$ cat src/sv/voice_channel_allocator_unit_assert.svh
// ----------------------------------------------------------------------------
// voice_channel_allocator_unit_assert
// Assertion macros for the voice channel allocator.
// ----------------------------------------------------------------------------
`ifndef VOICE_CHANNEL_ALLOCATOR_UNIT_ASSERT_SVH
`define VOICE_CHANNEL_ALLOCATOR_UNIT_ASSERT_SVH

// implication in the same cycle
`define VCA_ASSERT_NOW(label, clk, rst_n, ante, cons, msg) \
  label: assert property (@(posedge clk) disable iff (!rst_n) (ante) |-> (cons)) \
    else $error(msg);

// implication in the next cycle
`define VCA_ASSERT_NEXT(label, clk, rst_n, ante, cons, msg) \
  label: assert property (@(posedge clk) disable iff (!rst_n) (ante) |=> (cons)) \
    else $error(msg);

`endif

$ cat src/sv/vca_pkg.sv
// ----------------------------------------------------------------------------
// vca_pkg
// Command, action and state codes shared by the voice channel allocator.
// ----------------------------------------------------------------------------
package vca_pkg;

  typedef enum logic [2:0] {
    CMD_PLAY     = 3'd0,
    CMD_STOP     = 3'd1,
    CMD_PAUSE    = 3'd2,
    CMD_RESUME   = 3'd3,
    CMD_QUERY    = 3'd4,
    CMD_STOP_ALL = 3'd5,
    CMD_UPDATE   = 3'd6
  } cmd_t;

  localparam logic [2:0] ACT_NONE       = 3'd0;
  localparam logic [2:0] ACT_START_ONCE = 3'd1;
  localparam logic [2:0] ACT_START_LOOP = 3'd2;
  localparam logic [2:0] ACT_HALT       = 3'd3;
  localparam logic [2:0] ACT_PAUSE      = 3'd4;
  localparam logic [2:0] ACT_RESUME     = 3'd5;
  localparam logic [2:0] ACT_HALT_ALL   = 3'd6;

  localparam logic [1:0] PS_STOPPED = 2'd0;
  localparam logic [1:0] PS_PLAYING = 2'd1;
  localparam logic [1:0] PS_PAUSED  = 2'd2;

  typedef enum logic [3:0] {
    ST_IDLE = 4'b0001,
    ST_SCAN = 4'b0010,
    ST_WAIT = 4'b0100,
    ST_DONE = 4'b1000
  } state_t;

  typedef struct packed {
    logic wr_en;
    logic clr_en;
  } tbl_ctl_t;

  typedef struct packed {
    logic match_found;
    logic match_paused;
    logic same_found;
    logic loop_found;
    logic any_found;
  } scan_flags_t;

endpackage

$ cat src/sv/vca_table.sv
// ----------------------------------------------------------------------------
// vca_table
// Channel table memory with registered read data and per-entry valid bits.
// ----------------------------------------------------------------------------
module vca_table #(
  parameter int CHANNELS   = 8,
  parameter int ENTRY_BITS = 42
) (
  input  logic                       clk,
  input  logic                       rst_n,
  input  logic                       rd_en,
  input  logic [((CHANNELS > 1) ? $clog2(CHANNELS) : 1)-1:0] rd_addr,
  output logic [ENTRY_BITS-1:0]      rd_data,
  output logic                       rd_valid,
  input  vca_pkg::tbl_ctl_t          ctl,
  input  logic [((CHANNELS > 1) ? $clog2(CHANNELS) : 1)-1:0] wr_addr,
  input  logic [ENTRY_BITS-1:0]      wr_data,
  input  logic [CHANNELS-1:0]        clr_mask,
  output logic [CHANNELS-1:0]        valid_q
);

  logic [ENTRY_BITS-1:0] mem_r [CHANNELS];
  logic [ENTRY_BITS-1:0] rd_data_r;
  logic                  rd_valid_r;
  logic [CHANNELS-1:0]   valid_r;
  logic [CHANNELS-1:0]   valid_nxt;

  always_comb begin
    valid_nxt = valid_r;
    if (ctl.clr_en) begin
      valid_nxt = valid_nxt & ~clr_mask;
    end
    if (ctl.wr_en) begin
      valid_nxt[wr_addr] = 1'b1;
    end
  end

  always_ff @(posedge clk) begin
    if (!rst_n) begin
      valid_r <= '0;
    end else begin
      valid_r <= valid_nxt;
    end
  end

  always_ff @(posedge clk) begin
    if (ctl.wr_en) begin
      mem_r[wr_addr] <= wr_data;
    end
    if (rd_en) begin
      rd_data_r  <= mem_r[rd_addr];
      rd_valid_r <= valid_r[rd_addr];
    end
  end

  assign rd_data  = rd_data_r;
  assign rd_valid = rd_valid_r;
  assign valid_q  = valid_r;

endmodule

$ cat src/sv/vca_scan.sv
// ----------------------------------------------------------------------------
// vca_scan
// Walks table read data: finds the handle looked up and the oldest handle of
// each eviction class.
// ----------------------------------------------------------------------------
module vca_scan #(
  parameter int CHANNELS      = 8,
  parameter int HANDLE_BITS   = 32,
  parameter int SOUND_ID_BITS = 8
) (
  input  logic                                   clk,
  input  logic                                   rst_n,
  input  logic                                   clear,
  input  logic                                   rd_issue,
  input  logic [((CHANNELS > 1) ? $clog2(CHANNELS) : 1)-1:0] rd_addr,
  input  logic [HANDLE_BITS+SOUND_ID_BITS+1:0]   rd_data,
  input  logic                                   rd_valid,
  input  logic [HANDLE_BITS-1:0]                 key_handle,
  input  logic [SOUND_ID_BITS-1:0]               key_sound,
  output vca_pkg::scan_flags_t                   flags,
  output logic [((CHANNELS > 1) ? $clog2(CHANNELS) : 1)-1:0] match_idx,
  output logic [HANDLE_BITS+SOUND_ID_BITS+1:0]   match_data,
  output logic [((CHANNELS > 1) ? $clog2(CHANNELS) : 1)-1:0] same_idx,
  output logic [((CHANNELS > 1) ? $clog2(CHANNELS) : 1)-1:0] loop_idx,
  output logic [((CHANNELS > 1) ? $clog2(CHANNELS) : 1)-1:0] any_idx
);

  localparam int AW = (CHANNELS > 1) ? $clog2(CHANNELS) : 1;
  localparam int EW = HANDLE_BITS + SOUND_ID_BITS + 2;

  logic                     take_r;
  logic [AW-1:0]            tag_r;
  logic [HANDLE_BITS-1:0]   e_handle;
  logic [SOUND_ID_BITS-1:0] e_sound;
  logic                     e_loop;
  logic                     live;
  logic                     hit_match;
  logic                     hit_same;
  logic                     hit_loop;
  logic                     hit_any;

  logic                     match_found_r;
  logic                     same_found_r;
  logic                     loop_found_r;
  logic                     any_found_r;
  logic [AW-1:0]            match_idx_r;
  logic [EW-1:0]            match_data_r;
  logic [AW-1:0]            same_idx_r;
  logic [AW-1:0]            loop_idx_r;
  logic [AW-1:0]            any_idx_r;
  logic [HANDLE_BITS-1:0]   same_h_r;
  logic [HANDLE_BITS-1:0]   loop_h_r;
  logic [HANDLE_BITS-1:0]   any_h_r;

  assign e_handle = rd_data[EW-1 -: HANDLE_BITS];
  assign e_sound  = rd_data[2 +: SOUND_ID_BITS];
  assign e_loop   = rd_data[1];
  assign live     = take_r && rd_valid;

  assign hit_match = live && !match_found_r && (key_handle != '0) && (e_handle == key_handle);
  assign hit_same  = live && (e_sound == key_sound) && (!same_found_r || e_handle < same_h_r);
  assign hit_loop  = live && e_loop && (!loop_found_r || e_handle < loop_h_r);
  assign hit_any   = live && (!any_found_r || e_handle < any_h_r);

  always_ff @(posedge clk) begin
    if (!rst_n) begin
      take_r        <= 1'b0;
      match_found_r <= 1'b0;
      same_found_r  <= 1'b0;
      loop_found_r  <= 1'b0;
      any_found_r   <= 1'b0;
    end else begin
      take_r <= rd_issue;
      if (clear) begin
        match_found_r <= 1'b0;
        same_found_r  <= 1'b0;
        loop_found_r  <= 1'b0;
        any_found_r   <= 1'b0;
      end else begin
        if (hit_match) match_found_r <= 1'b1;
        if (hit_same)  same_found_r  <= 1'b1;
        if (hit_loop)  loop_found_r  <= 1'b1;
        if (hit_any)   any_found_r   <= 1'b1;
      end
    end
  end

  always_ff @(posedge clk) begin
    if (rd_issue) begin
      tag_r <= rd_addr;
    end
    if (hit_match) begin
      match_idx_r  <= tag_r;
      match_data_r <= rd_data;
    end
    if (hit_same) begin
      same_idx_r <= tag_r;
      same_h_r   <= e_handle;
    end
    if (hit_loop) begin
      loop_idx_r <= tag_r;
      loop_h_r   <= e_handle;
    end
    if (hit_any) begin
      any_idx_r <= tag_r;
      any_h_r   <= e_handle;
    end
  end

  assign flags.match_found  = match_found_r;
  assign flags.match_paused = match_data_r[0];
  assign flags.same_found   = same_found_r;
  assign flags.loop_found   = loop_found_r;
  assign flags.any_found    = any_found_r;
  assign match_idx          = match_idx_r;
  assign match_data         = match_data_r;
  assign same_idx           = same_idx_r;
  assign loop_idx           = loop_idx_r;
  assign any_idx            = any_idx_r;

endmodule

$ cat src/sv/voice_channel_allocator_unit.sv
// ----------------------------------------------------------------------------
// voice_channel_allocator_unit
// Mixer voice allocator: play, stop, pause, resume, query, stop all, update.
// ----------------------------------------------------------------------------
// Play, stop, pause, resume and query pass through SCAN, WAIT and DONE before the
// result strobe, one table memory read per channel; stop all, update and unused
// codes go straight from IDLE to DONE. busy is high from the cycle after start until the
// result strobe, when start may be raised again. The result is shown for a
// single cycle with out_valid and must be taken there: there is no back-pressure.
module voice_channel_allocator_unit #(
  parameter int CHANNELS      = 8,
  parameter int SOUND_ID_BITS = 8,
  parameter int HANDLE_BITS   = 32
) (
  input  logic        clk,
  input  logic        rst_n,
  input  logic        start,
  output logic        busy,
  input  logic [2:0]  in_cmd,
  input  logic [7:0]  in_sound_id,
  input  logic        in_loop_flag,
  input  logic [31:0] in_handle_in,
  input  logic [7:0]  in_busy_mask,
  output logic        out_valid,
  output logic [31:0] out_handle_out,
  output logic [2:0]  out_channel_out,
  output logic [2:0]  out_mixer_action,
  output logic        out_voice_stolen,
  output logic [1:0]  out_play_state,
  output logic        out_not_found,
  output logic [7:0]  out_freed_mask
);

  localparam int AW = (CHANNELS > 1) ? $clog2(CHANNELS) : 1;
  localparam int EW = HANDLE_BITS + SOUND_ID_BITS + 2;

  vca_pkg::state_t          state_r;
  vca_pkg::state_t          state_nxt;
  logic [2:0]               cmd_r;
  logic [SOUND_ID_BITS-1:0] snd_r;
  logic                     loop_r;
  logic [HANDLE_BITS-1:0]   hin_r;
  logic [7:0]               bmask_r;
  logic [AW-1:0]            idx_r;
  logic [HANDLE_BITS-1:0]   last_handle_r;

  logic                     accept;
  logic                     idx_last;
  logic                     rd_issue;
  logic                     done;
  logic                     to_scan;
  logic [SOUND_ID_BITS+7:0] snd_ext;
  logic [HANDLE_BITS+31:0]  hin_ext;
  logic [HANDLE_BITS+31:0]  hout_ext;
  logic [AW+2:0]            ch_ext;

  logic [EW-1:0]            rd_data;
  logic                     rd_valid;
  logic [CHANNELS-1:0]      valid_q;
  vca_pkg::tbl_ctl_t        tbl_ctl;
  logic [AW-1:0]            wr_addr;
  logic [EW-1:0]            wr_data;
  logic [CHANNELS-1:0]      clr_mask;

  vca_pkg::scan_flags_t     flags;
  logic [AW-1:0]            match_idx;
  logic [EW-1:0]            match_data;
  logic [AW-1:0]            same_idx;
  logic [AW-1:0]            loop_idx;
  logic [AW-1:0]            any_idx;

  logic [CHANNELS-1:0]      busy_vec;
  logic [CHANNELS-1:0]      free_cand;
  logic [CHANNELS-1:0]      freed_vec;
  logic [7:0]               freed8;
  logic                     free_found;
  logic [AW-1:0]            free_idx;
  logic [HANDLE_BITS-1:0]   lh_inc;
  logic [HANDLE_BITS-1:0]   lh_new;

  logic [AW-1:0]            ch;
  logic [HANDLE_BITS-1:0]   handle_nxt;
  logic [2:0]               action_nxt;
  logic                     stolen_nxt;
  logic [1:0]               pstate_nxt;
  logic                     nf_nxt;
  logic [7:0]               freed_nxt;
  logic                     lh_upd;

  assign accept   = start && (state_r == vca_pkg::ST_IDLE);
  assign busy     = (state_r != vca_pkg::ST_IDLE);
  assign rd_issue = (state_r == vca_pkg::ST_SCAN);
  assign done     = (state_r == vca_pkg::ST_DONE);
  assign idx_last = (idx_r == AW'(CHANNELS - 1));
  assign to_scan  = (in_cmd == vca_pkg::CMD_PLAY) || (in_cmd == vca_pkg::CMD_STOP) ||
                    (in_cmd == vca_pkg::CMD_PAUSE) || (in_cmd == vca_pkg::CMD_RESUME) ||
                    (in_cmd == vca_pkg::CMD_QUERY);

  assign snd_ext = {{SOUND_ID_BITS{1'b0}}, in_sound_id};
  assign hin_ext = {{HANDLE_BITS{1'b0}}, in_handle_in};

  always_comb begin
    state_nxt = state_r;
    unique case (state_r)
      vca_pkg::ST_IDLE: begin
        if (start) begin
          state_nxt = to_scan ? vca_pkg::ST_SCAN : vca_pkg::ST_DONE;
        end
      end
      vca_pkg::ST_SCAN: begin
        if (idx_last) begin
          state_nxt = vca_pkg::ST_WAIT;
        end
      end
      vca_pkg::ST_WAIT: state_nxt = vca_pkg::ST_DONE;
      vca_pkg::ST_DONE: state_nxt = vca_pkg::ST_IDLE;
      default:          state_nxt = vca_pkg::ST_IDLE;
    endcase
  end

  always_ff @(posedge clk) begin
    if (!rst_n) begin
      state_r       <= vca_pkg::ST_IDLE;
      last_handle_r <= '0;
      out_valid     <= 1'b0;
    end else begin
      state_r   <= state_nxt;
      out_valid <= done;
      if (lh_upd) begin
        last_handle_r <= lh_new;
      end
    end
  end

  always_ff @(posedge clk) begin
    if (accept) begin
      cmd_r   <= in_cmd;
      snd_r   <= snd_ext[SOUND_ID_BITS-1:0];
      loop_r  <= in_loop_flag;
      hin_r   <= hin_ext[HANDLE_BITS-1:0];
      bmask_r <= in_busy_mask;
      idx_r   <= '0;
    end else if (rd_issue && !idx_last) begin
      idx_r <= idx_r + AW'(1);
    end
    if (done) begin
      out_handle_out   <= hout_ext[31:0];
      out_channel_out  <= ch_ext[2:0];
      out_mixer_action <= action_nxt;
      out_voice_stolen <= stolen_nxt;
      out_play_state   <= pstate_nxt;
      out_not_found    <= nf_nxt;
      out_freed_mask   <= freed_nxt;
    end
  end

  for (genvar i = 0; i < CHANNELS; i++) begin : g_busy
    if (i < 8) begin : g_in
      assign busy_vec[i] = bmask_r[i];
    end else begin : g_out
      assign busy_vec[i] = 1'b0;
    end
  end

  for (genvar i = 0; i < 8; i++) begin : g_freed
    if (i < CHANNELS) begin : g_in
      assign freed8[i] = freed_vec[i];
    end else begin : g_out
      assign freed8[i] = 1'b0;
    end
  end

  assign free_cand = ~valid_q | ~busy_vec;
  assign freed_vec = valid_q & ~busy_vec;

  always_comb begin
    free_found = 1'b0;
    free_idx   = '0;
    for (int i = CHANNELS - 1; i >= 0; i--) begin
      if (free_cand[i]) begin
        free_found = 1'b1;
        free_idx   = AW'(i);
      end
    end
  end

  assign lh_inc = last_handle_r + HANDLE_BITS'(1);
  assign lh_new = (lh_inc == '0) ? HANDLE_BITS'(1) : lh_inc;

  always_comb begin
    ch          = '0;
    handle_nxt  = '0;
    action_nxt  = vca_pkg::ACT_NONE;
    stolen_nxt  = 1'b0;
    pstate_nxt  = vca_pkg::PS_STOPPED;
    nf_nxt      = 1'b0;
    freed_nxt   = '0;
    lh_upd      = 1'b0;
    tbl_ctl     = '0;
    wr_addr     = '0;
    wr_data     = '0;
    clr_mask    = '0;
    if (done) begin
      unique case (cmd_r)
        vca_pkg::CMD_PLAY: begin
          priority if (free_found) begin
            ch = free_idx;
          end else if (flags.same_found) begin
            ch = same_idx;
          end else if (flags.loop_found) begin
            ch = loop_idx;
          end else begin
            ch = any_idx;
          end
          stolen_nxt    = !free_found;
          handle_nxt    = lh_new;
          lh_upd        = 1'b1;
          action_nxt    = loop_r ? vca_pkg::ACT_START_LOOP : vca_pkg::ACT_START_ONCE;
          tbl_ctl.wr_en = 1'b1;
          wr_addr       = ch;
          wr_data       = {lh_new, snd_r, loop_r, 1'b0};
        end
        vca_pkg::CMD_STOP, vca_pkg::CMD_PAUSE, vca_pkg::CMD_RESUME: begin
          if (!flags.match_found) begin
            nf_nxt = 1'b1;
          end else begin
            ch      = match_idx;
            wr_addr = match_idx;
            if (cmd_r == vca_pkg::CMD_STOP) begin
              action_nxt     = vca_pkg::ACT_HALT;
              tbl_ctl.clr_en = 1'b1;
              clr_mask       = CHANNELS'(1) << match_idx;
            end else if (cmd_r == vca_pkg::CMD_PAUSE) begin
              if (!flags.match_paused) begin
                action_nxt    = vca_pkg::ACT_PAUSE;
                tbl_ctl.wr_en = 1'b1;
                wr_data       = {match_data[EW-1:1], 1'b1};
              end
            end else begin
              if (flags.match_paused) begin
                action_nxt    = vca_pkg::ACT_RESUME;
                tbl_ctl.wr_en = 1'b1;
                wr_data       = {match_data[EW-1:1], 1'b0};
              end
            end
          end
        end
        vca_pkg::CMD_QUERY: begin
          if (flags.match_found) begin
            pstate_nxt = flags.match_paused ? vca_pkg::PS_PAUSED : vca_pkg::PS_PLAYING;
          end
        end
        vca_pkg::CMD_STOP_ALL: begin
          action_nxt     = vca_pkg::ACT_HALT_ALL;
          tbl_ctl.clr_en = 1'b1;
          clr_mask       = '1;
        end
        vca_pkg::CMD_UPDATE: begin
          freed_nxt      = freed8;
          tbl_ctl.clr_en = 1'b1;
          clr_mask       = freed_vec;
        end
        default: begin
        end
      endcase
    end
  end

  assign hout_ext = {32'b0, handle_nxt};
  assign ch_ext   = {3'b0, ch};

  vca_table #(
    .CHANNELS   (CHANNELS),
    .ENTRY_BITS (EW)
  ) u_table (
    .clk      (clk),
    .rst_n    (rst_n),
    .rd_en    (rd_issue),
    .rd_addr  (idx_r),
    .rd_data  (rd_data),
    .rd_valid (rd_valid),
    .ctl      (tbl_ctl),
    .wr_addr  (wr_addr),
    .wr_data  (wr_data),
    .clr_mask (clr_mask),
    .valid_q  (valid_q)
  );

  vca_scan #(
    .CHANNELS      (CHANNELS),
    .HANDLE_BITS   (HANDLE_BITS),
    .SOUND_ID_BITS (SOUND_ID_BITS)
  ) u_scan (
    .clk        (clk),
    .rst_n      (rst_n),
    .clear      (accept),
    .rd_issue   (rd_issue),
    .rd_addr    (idx_r),
    .rd_data    (rd_data),
    .rd_valid   (rd_valid),
    .key_handle (hin_r),
    .key_sound  (snd_r),
    .flags      (flags),
    .match_idx  (match_idx),
    .match_data (match_data),
    .same_idx   (same_idx),
    .loop_idx   (loop_idx),
    .any_idx    (any_idx)
  );

`include "voice_channel_allocator_unit_assert.svh"

  `VCA_ASSERT_NEXT(a_accept_busy, clk, rst_n, accept, busy, "busy not raised after start")
  `VCA_ASSERT_NOW(a_strobe_idle, clk, rst_n, out_valid, !busy, "result shown while busy")
  `VCA_ASSERT_NOW(a_steal_starts, clk, rst_n, out_valid && out_voice_stolen, (out_mixer_action == vca_pkg::ACT_START_ONCE) || (out_mixer_action == vca_pkg::ACT_START_LOOP), "steal without start")
  `VCA_ASSERT_NOW(a_nf_no_action, clk, rst_n, out_valid && out_not_found, out_mixer_action == vca_pkg::ACT_NONE, "action on unknown handle")

endmodule

$ cat config.mk
export PLATFORM = sky130hd
export DESIGN_NAME = voice_channel_allocator_unit
export DESIGN_NICKNAME = d
export VERILOG_FILES = /design/src/sv/vca_pkg.sv /design/src/sv/vca_table.sv /design/src/sv/vca_scan.sv /design/src/sv/voice_channel_allocator_unit.sv
export VERILOG_INCLUDE_DIRS = /design/src /design/src/sv
export SDC_FILE = /design/constraint.sdc
export NUM_CORES = 1
export LEC_CHECK = 0
export BUFFER_PORTS_ARGS = -buffer_cell sky130_fd_sc_hd__buf_4
export CAP_MARGIN = 25
export CELL_PAD_IN_SITES_DETAIL_PLACEMENT = 2
export CELL_PAD_IN_SITES_GLOBAL_PLACEMENT = 2
export CORE_ASPECT_RATIO = 0.9
export CORE_MARGIN = 2
export CORE_UTILIZATION = 48
export CTS_BUF_LIST = sky130_fd_sc_hd__clkbuf_8
export CTS_CLUSTER_DIAMETER = 40
export CTS_CLUSTER_SIZE = 8
export DETAILED_ROUTE_END_ITERATION = 10
export PLACE_DENSITY_LB_ADDON = 0.1
export SLEW_MARGIN = 25
export SYNTH_ARGS = -nofsm -noshare
export SYNTH_HDL_FRONTEND = slang
export SYNTH_HIERARCHICAL = 1
export SYNTH_SLANG_ARGS = --single-unit
$ cat constraint.sdc
create_clock -name clk -period 9.2 [get_ports clk]
set_input_delay 1.84 -clock clk [delete_from_list [all_inputs] [get_ports clk]]
set_output_delay 1.84 -clock clk [all_outputs]
set_load 0.005 [all_outputs]
==> summary.txt, run 1 <==
STATUS
-------------------------------------------------------------------------------------
Outcome                                                                     completed

SETUP PATH
-------------------------------------------------------------------------------------
Cells on worst reg2reg path                                                         6
Peak per-stage delay on the critical path                                      870 ps
Max stage delay cell, worst path                                         sky130_fd_sc_hd__nor2b_1
Critical path required time                                                   9570 ps
Critical R2R Launch                                                      cmd_r[2]$_DFFE_PP_
Type of element launching the critical path                                 flip-flop
Crit end category                                                           flip-flop
Largest fanout on the critical path                                                43
Cell repeated most along the worst path                                  sky130_fd_sc_hd__buf_4
Worst reg2reg setup slack                                                     5020 ps
Arrival time at the worst endpoint                                            4550 ps
Worst Path Class, Setup                                                    reg -> reg
Reg-to-reg critical path endpoint                                        u_table/mem_r[2][16]$_DFFE_PP_
Critical path cell sequence                                              or3_1 -> buf_4 -> o31ai_1 -> nor2b_1 -> nor4bb_4 -> buf_4

TIMING
-------------------------------------------------------------------------------------
Period utilisation layout                                                       45.4%
Setup repair after global routing missed its margin                             false
Clock skew after layout                                                       58.4 ps
Worst Max-Slew Pin Slew                                                       1150 ps
Final number of setup-violating endpoints                                           0
Number of slew-limit violations in the final report                                 0
Worst Slack Setup Final                                                       5020 ps
Achievable frequency                                                          239 MHz
Sum of negative setup slack                                                      0 ps
Time the final worst path needs with I/O delays and setup                     4180 ps
Final number of hold-violating endpoints                                            0
Relative slew slack                                                             22.1%

FINISH
-------------------------------------------------------------------------------------
Top library cells by usage in the layout, fill and taps aside            sky130_fd_sc_hd__edfxtp_1, sky130_fd_sc_hd__inv_1, sky130_fd_sc_hd__buf_4
Final instance count without filler cells                                       2,840
Net count of the finished layout                                                2,141
Most frequent standard cell in the layout excluding fill and tap cells   sky130_fd_sc_hd__edfxtp_1
Synthesis-to-finish area growth                                                 12.2%
Final design instance area without fill                                    32,800 um2
Share of post-route cells with drive strength above 1                           21.2%

FLOORPLANNING
-------------------------------------------------------------------------------------
Placeable core area                                                        60,000 um2
Starting density of the core                                                    48.8%
Std-Cell Rows                                                                      85
I/O pin cnt                                                                       107
Die outline area                                                           62,900 um2
Die Y-Extent                                                                   238 um
Horiz. Die Dim                                                                 264 um

WORST HOLD PATH
-------------------------------------------------------------------------------------
Worst hold path type                                                       reg -> reg
Worst Min Path Start                                                     u_table/rd_data[0]$_DFFE_PP_
Hold Path Depth                                                                     0
Hold Path End                                                            u_scan/match_data[0]$_DFFE_PP_

PWR
-------------------------------------------------------------------------------------
Portion of total power attributed to the clock network                          40.9%
Internal power component                                                      4.69 mW
Combinational share of power                                                     2.3%
Power per unit of standard cell area                                       184 nW/um2
Worst-case vdd ir drop                                                       0.160 mV
Fraction of power consumed by sequential logic                                  56.8%
Proportion of total power due to net switching                                  22.2%
Net Switching                                                                 1.34 mW
Leakage power summed over all cells                                           11.5 nW

GLOBAL ROUTING
-------------------------------------------------------------------------------------
Initial antenna violation count                                                     7
Met2 demand-to-capacity share in global routing                                 47.1%
Met1 track demand over resource                                                 39.8%
Pin count of the biggest net entering global routing                               63
Total global routing overflow                                                       0
Wire length of the first global-routing pass                               130,000 um
Most utilized layer in the global route result                                   met2
Overall routing resource usage                                                  28.5%
Vias in the first global route                                                 18,700
Met3 routing resource usage after global routing                                3.83%

CTS
-------------------------------------------------------------------------------------
TritonCTS clock tree                                                             done
Cts hold-fix bufs                                                                   0
Depth of the CTS H-tree                                                             3
Root Buffer Master                                                       sky130_fd_sc_hd__clkbuf_8
Number of buffers inserted during clock tree synthesis                            106
Clock slew seen by the registers of the worst setup and hold paths              70 ps
Number of buffers between clock root and the deepest sink                           3
Buffer count from post-CTS setup fixing                                             0
Clock sink count                                                                  687
Resize count post-CTS                                                               0
Insertion delay to the later sink of the worst-skew pair                       770 ps

ROUTING
-------------------------------------------------------------------------------------
Number of DRC markers in iteration 0                                            1,584
Number of design rule violations left after detail routing                          0
Number of vias after detailed routing                                          17,100
Drt wl/cell                                                                   31.2 um
Drt via density                                                                  6.00
1st-pass router iterations                                                          5
Detailed-route wire length                                                  88,700 um
Antenna violation net count after detailed routing                                  0

PLACEMENT
-------------------------------------------------------------------------------------
Post-Place Cell Area                                                       30,900 um2
PortBufs                                                                          106
Setup slack at placement                                                      4920 ps
Cells after DPL                                                                 2,663
Post-detail-place hpwl                                                      59,000 um
Global placement routability congestion                                         0.851

LOGIC SYNTHESIS
-------------------------------------------------------------------------------------
Number of warning messages in the yosys log                                         6
Post-synth design cell area                                                29,200 um2
Synthesized net count                                                           1,979
Average size of a mapped cell                                                16.0 um2
Post-synthesis instance total                                                   1,826

FLOW RUN
-------------------------------------------------------------------------------------
Max-cap viol count                                                                  0

-- metal layers --
| metal | part of all wire [%] | vias to the layer above |
|---|---|---|
| met5 | 0 | - |
| met4 | 2.5 | 0 |
| met3 | 4.8 | 121 |
| met2 | 49 | 527 |
| met1 | 44 | 9100 |
| li1 | - | 7302 |
-- through the flow --
step	hold slack [ps]	utilization [%]	power (mW)
global placement	407	51.4	3.62
finish	466	54.7	6.03
floorplan	400	-	3.57
global route	456	54.7	6.21
detailed placement	432	51.4	3.63
CTS	445	54.7	6.08
-- power groups by stage --
stage	clock network, mW	logic [mW]	registers [mW]
2_1_floorplan	0	0.0920	3.48
3_3_place_gp	0	0.129	3.49
3_5_place_dp	0	0.137	3.49
4_1_cts	2.51	0.140	3.43
5_1_grt	2.63	0.148	3.43
6_report	2.46	0.139	3.43
-- final cells by class --
cell class / instances / area [um2]
Timing Repair Buffer: 133 / 998
Clock buffer: 111 / 1530
Tap cell: 783 / 980
Fill cell: 5325 / 27200
Antenna cell: 2 / 5.00
Sequential cell: 687 / 20100
Clock inverter: 64 / 422
Multi-Input combinational cell: 950 / 8370
Inverter: 110 / 413
-- state kept, by name (all words and copies together), names as in the netlist, 4 cells and up --
| name | cells |
|---|---|
| u_scan/same_h_r | 32 |
| u_table/valid_q | 8 |
| u_scan/any_h_r | 32 |
| u_scan/match_data | 42 |
| hin_r | 32 |
| last_handle_r | 32 |
| snd_r | 8 |
| bmask_r | 8 |
| u_scan/loop_h_r | 32 |
| state_r | 4 |
| out_handle_out | 32 |
| out_freed_mask | 8 |
| u_table/mem_r | 336 |
| u_table/rd_data | 42 |
-- worst max-delay path: cells and delay by family (launching register included) --
| kind | cells | cell delay [ps] |
|---|---|---|
| compound gates | 1 | 400 |
| flops | 1 | 630 |
| simple gates | 3 | 1770 |
| buf+inv | 2 | 920 |
-- worst max path at each step --
stage	cells after the start	end	start	slack (ps)
finish	6	u_table/mem_r[2][16]$_DFFE_PP_	cmd_r[2]$_DFFE_PP_	5020
global route	8	u_table/mem_r[5][10]$_DFFE_PP_	last_handle_r[0]$_SDFFE_PN0P_	4820
CTS	8	u_table/mem_r[0][23]$_DFFE_PP_	state_r[3]$_SDFFE_PN0P_	4890
detailed placement	8	u_table/mem_r[0][15]$_DFFE_PP_	state_r[3]$_SDFFE_PN0P_	4920
global placement	8	u_table/mem_r[0][25]$_DFFE_PP_	state_r[3]$_SDFFE_PN0P_	5440
floorplan	8	u_table/mem_r[0][0]$_DFFE_PP_	state_r[2]$_SDFFE_PN0P_	1350
(Power assumes the default switching activity.)
==> run 2, diff against run 1 <==
- ABC_AREA: default -> 1
- CORE_UTILIZATION: 48 -> 42
- clock period: 9.2 -> 4.3 ns (I/O delays scaled with it)
==> summary.txt, run 2 <==
SETUP PATH
-------------------------------------------------------------------------------------
Worst Path Class, Setup                                                    reg -> reg   unchanged
Crit end category                                                           flip-flop   unchanged
Cell repeated most along the worst path                                  sky130_fd_sc_hd__inv_1   was sky130_fd_sc_hd__buf_4
Max stage delay cell, worst path                                         sky130_fd_sc_hd__edfxtp_1   was sky130_fd_sc_hd__nor2b_1
Critical path required time                                                   4750 ps   was 9570 ps
Arrival time at the worst endpoint                                            3920 ps   was 4550 ps
Type of element launching the critical path                                 flip-flop   unchanged
Largest fanout on the critical path                                                33   was 43
Critical path cell sequence                                              nor2_1 -> inv_1 -> nor2_2 -> inv_1 -> nor2_2 -> buf_4 -> inv_1 -> o21ai_0 -> inv_1 -> nor2_1 -> nand2_1 -> inv_2 -> buf_12   was or3_1 -> buf_4 -> o31ai_1 -> nor2b_1 -> nor4bb_4 -> buf_4
Peak per-stage delay on the critical path                                      460 ps   was 870 ps

PWR
-------------------------------------------------------------------------------------
Leakage power summed over all cells                                           15.5 nW   was 11.5 nW
Power per unit of standard cell area                                       399 nW/um2   was 184 nW/um2
Final Power                                                                   14.2 mW   was 6.03 mW
Worst-case vdd ir drop                                                       0.228 mV   was 0.160 mV

PLACEMENT
-------------------------------------------------------------------------------------
PortBufs                                                                          106   unchanged
Global placement routability congestion                                         0.860   was 0.851
Cells after DPL                                                                 4,124   was 2,663
Post-detail-place hpwl                                                      70,300 um   was 59,000 um

GLOBAL ROUTING
-------------------------------------------------------------------------------------
Overall routing resource usage                                                  28.1%   was 28.5%
Initial antenna violation count                                                     4   was 7
Met2 demand-to-capacity share in global routing                                 48.8%   was 47.1%
Pin count of the biggest net entering global routing                              151   was 63
Met1 track demand over resource                                                 36.6%   was 39.8%
Met3 routing resource usage after global routing                                4.17%   was 3.83%
Most utilized layer in the global route result                                   met2   unchanged
Wire length of the first global-routing pass                               161,000 um   was 130,000 um
Vias in the first global route                                                 25,800   was 18,700
Total global routing overflow                                                       0   unchanged

FINISH
-------------------------------------------------------------------------------------
Net count of the finished layout                                                3,440   was 2,141
Register name with the most flops                                        u_table/mem_r   unchanged
FF/Latch Area                                                              20,100 um2   unchanged
Fill cell instance count of the final layout                                    7,600   was 5,325
Share of post-route cells with drive strength above 1                           11.3%   was 21.2%
Max reg flops                                                                     336   unchanged
Most frequent standard cell in the layout excluding fill and tap cells   sky130_fd_sc_hd__nand2_1   was sky130_fd_sc_hd__edfxtp_1
Footprint of the multi-input gates                                           8380 um2   was 8370 um2
Final instance count without filler cells                                       4,342   was 2,840
Top library cells by usage in the layout, fill and taps aside            sky130_fd_sc_hd__nand2_1, sky130_fd_sc_hd__edfxtp_1, sky130_fd_sc_hd__inv_1   was sky130_fd_sc_hd__edfxtp_1, sky130_fd_sc_hd__inv_1, sky130_fd_sc_hd__buf_4
Synthesis-to-finish area growth                                                 14.5%   was 12.2%

FLOORPLANNING
-------------------------------------------------------------------------------------
I/O pin cnt                                                                       107   unchanged
Die outline area                                                           76,500 um2   was 62,900 um2
Starting density of the core                                                    42.6%   was 48.8%
Horiz. Die Dim                                                                 291 um   was 264 um
Placeable core area                                                        73,300 um2   was 60,000 um2
Std-Cell Rows                                                                      94   was 85
Die Y-Extent                                                                   263 um   was 238 um

LOGIC SYNTHESIS
-------------------------------------------------------------------------------------
Synthesized net count                                                           3,262   was 1,979
Average size of a mapped cell                                                10.0 um2   was 16.0 um2
Number of warning messages in the yosys log                                         6   unchanged
Post-synthesis instance total                                                   3,109   was 1,826
Post-synth design cell area                                                31,200 um2   was 29,200 um2

CTS
-------------------------------------------------------------------------------------
Resize count post-CTS                                                               0   unchanged
Clock sink count                                                                  687   unchanged
Number of buffers between clock root and the deepest sink                           3   unchanged
Buffer count from post-CTS setup fixing                                             0   unchanged
Root Buffer Master                                                       sky130_fd_sc_hd__clkbuf_8   unchanged
Clock slew seen by the registers of the worst setup and hold paths              70 ps   about the same
Insertion delay to the later sink of the worst-skew pair                       770 ps   about the same
Cts hold-fix bufs                                                                   0   unchanged
TritonCTS clock tree                                                             done   unchanged
Depth of the CTS H-tree                                                             3   unchanged
Number of buffers inserted during clock tree synthesis                            121   was 106

ROUTING
-------------------------------------------------------------------------------------
Antenna violation net count after detailed routing                                  0   unchanged
Number of vias after detailed routing                                          22,800   was 17,100
Drt via density                                                                  5.25   was 6.00
Number of DRC markers in iteration 0                                            1,429   was 1,584
Number of design rule violations left after detail routing                          0   unchanged
1st-pass router iterations                                                          5   unchanged
Drt wl/cell                                                                   24.6 um   was 31.2 um
Detailed-route wire length                                                 107,000 um   was 88,700 um

STATUS
-------------------------------------------------------------------------------------
Outcome                                                                     completed   unchanged

TIMING
-------------------------------------------------------------------------------------
Time the final worst path needs with I/O delays and setup                     3470 ps   was 4180 ps
Final number of setup-violating endpoints                                           0   unchanged
Setup repair after global routing missed its margin                             false   unchanged
Achievable frequency                                                          288 MHz   was 239 MHz
Clock skew after layout                                                       43.6 ps   was 58.4 ps
Period utilisation layout                                                       80.7%   was 45.4%
Number of slew-limit violations in the final report                                 0   unchanged
Worst Max-Slew Pin Slew                                                       1080 ps   was 1150 ps
Relative slew slack                                                             27.7%   was 22.1%
Final number of hold-violating endpoints                                            0   unchanged
Sum of negative setup slack                                                      0 ps   unchanged

WORST HOLD PATH
-------------------------------------------------------------------------------------
Worst hold path type                                                        in -> reg   was reg -> reg

FLOW RUN
-------------------------------------------------------------------------------------
Max-cap viol count                                                                  0   unchanged

[run 2: changes by cell type in the layout (fill, tap and decap cells not counted), sizes merged, moves of 45 or more]
cell	before	now
nand2	76	917
inv	146	651
nand3	30	213
mux4	86	0
a21oi	69	140
nor2	128	181
xnor2	67	14
mux2	45	0
[run 2: stage by stage]
stage               setup WS, ps  instance area [um2]  utilization, %  hold WS (ps)
global route                 501                35700            48.7           213
floorplan                    581                31200               -           400
CTS                          791                35700            48.7           212
detailed placement           848                33300            45.4           408
finish                       832                35700            48.7           279
global placement             934                33300            45.4           404
[run 2: path summary, 6_finish.rpt]
check / from / end / depth (start not counted) / slack [ps]
worst max-delay path: cmd_r[0]$_DFFE_PP_ / u_table/mem_r[6][3]$_DFFE_PP_ / 13 / 830
worst min-delay path: in_handle_in[0] / hin_r[0]$_DFFE_PP_ / 1 / 280
worst max register to register: cmd_r[0]$_DFFE_PP_ / u_table/mem_r[6][3]$_DFFE_PP_ / 13 / 830
worst min register to register: u_table/rd_data[0]$_DFFE_PP_ / u_scan/match_data[0]$_DFFE_PP_ / 0 / 420
[run 2: metal layers]
metal  up-vias  share of wire, %
li1      10400                 -
met1     11800                43
met2       507                50
met3       172               4.2
met4         0               2.4
met5         -                 0
[run 2: area by class of cell]
type | instances | area share [%]
antenna | 1 | 0.00701
tap | 960 | 3.36
inverter | 621 | 6.54
timing repair buffer | 146 | 3.49
multi-input combinational | 1710 | 23.5
clock inverter | 89 | 1.85
clock buffer | 128 | 4.93
sequential | 687 | 56.3
[run 2: worst max-delay path: cells and delay by family (launching register included)]
family / cells / cell delay (ps)
and+or+nand+nor: 5 / 880
DFF: 1 / 460
AOI/OAI and AO/OA: 1 / 130
buffers and inverters: 7 / 1650
[run 2: power breakdown]
| group | leakage, nW | switching (mW) | internal (mW) |
|---|---|---|---|
| sequential | 5.72 | 0.0893 | 7.32 |
| clock | 1.32 | 2.91 | 3.30 |
| combinational | 8.51 | 0.436 | 0.174 |
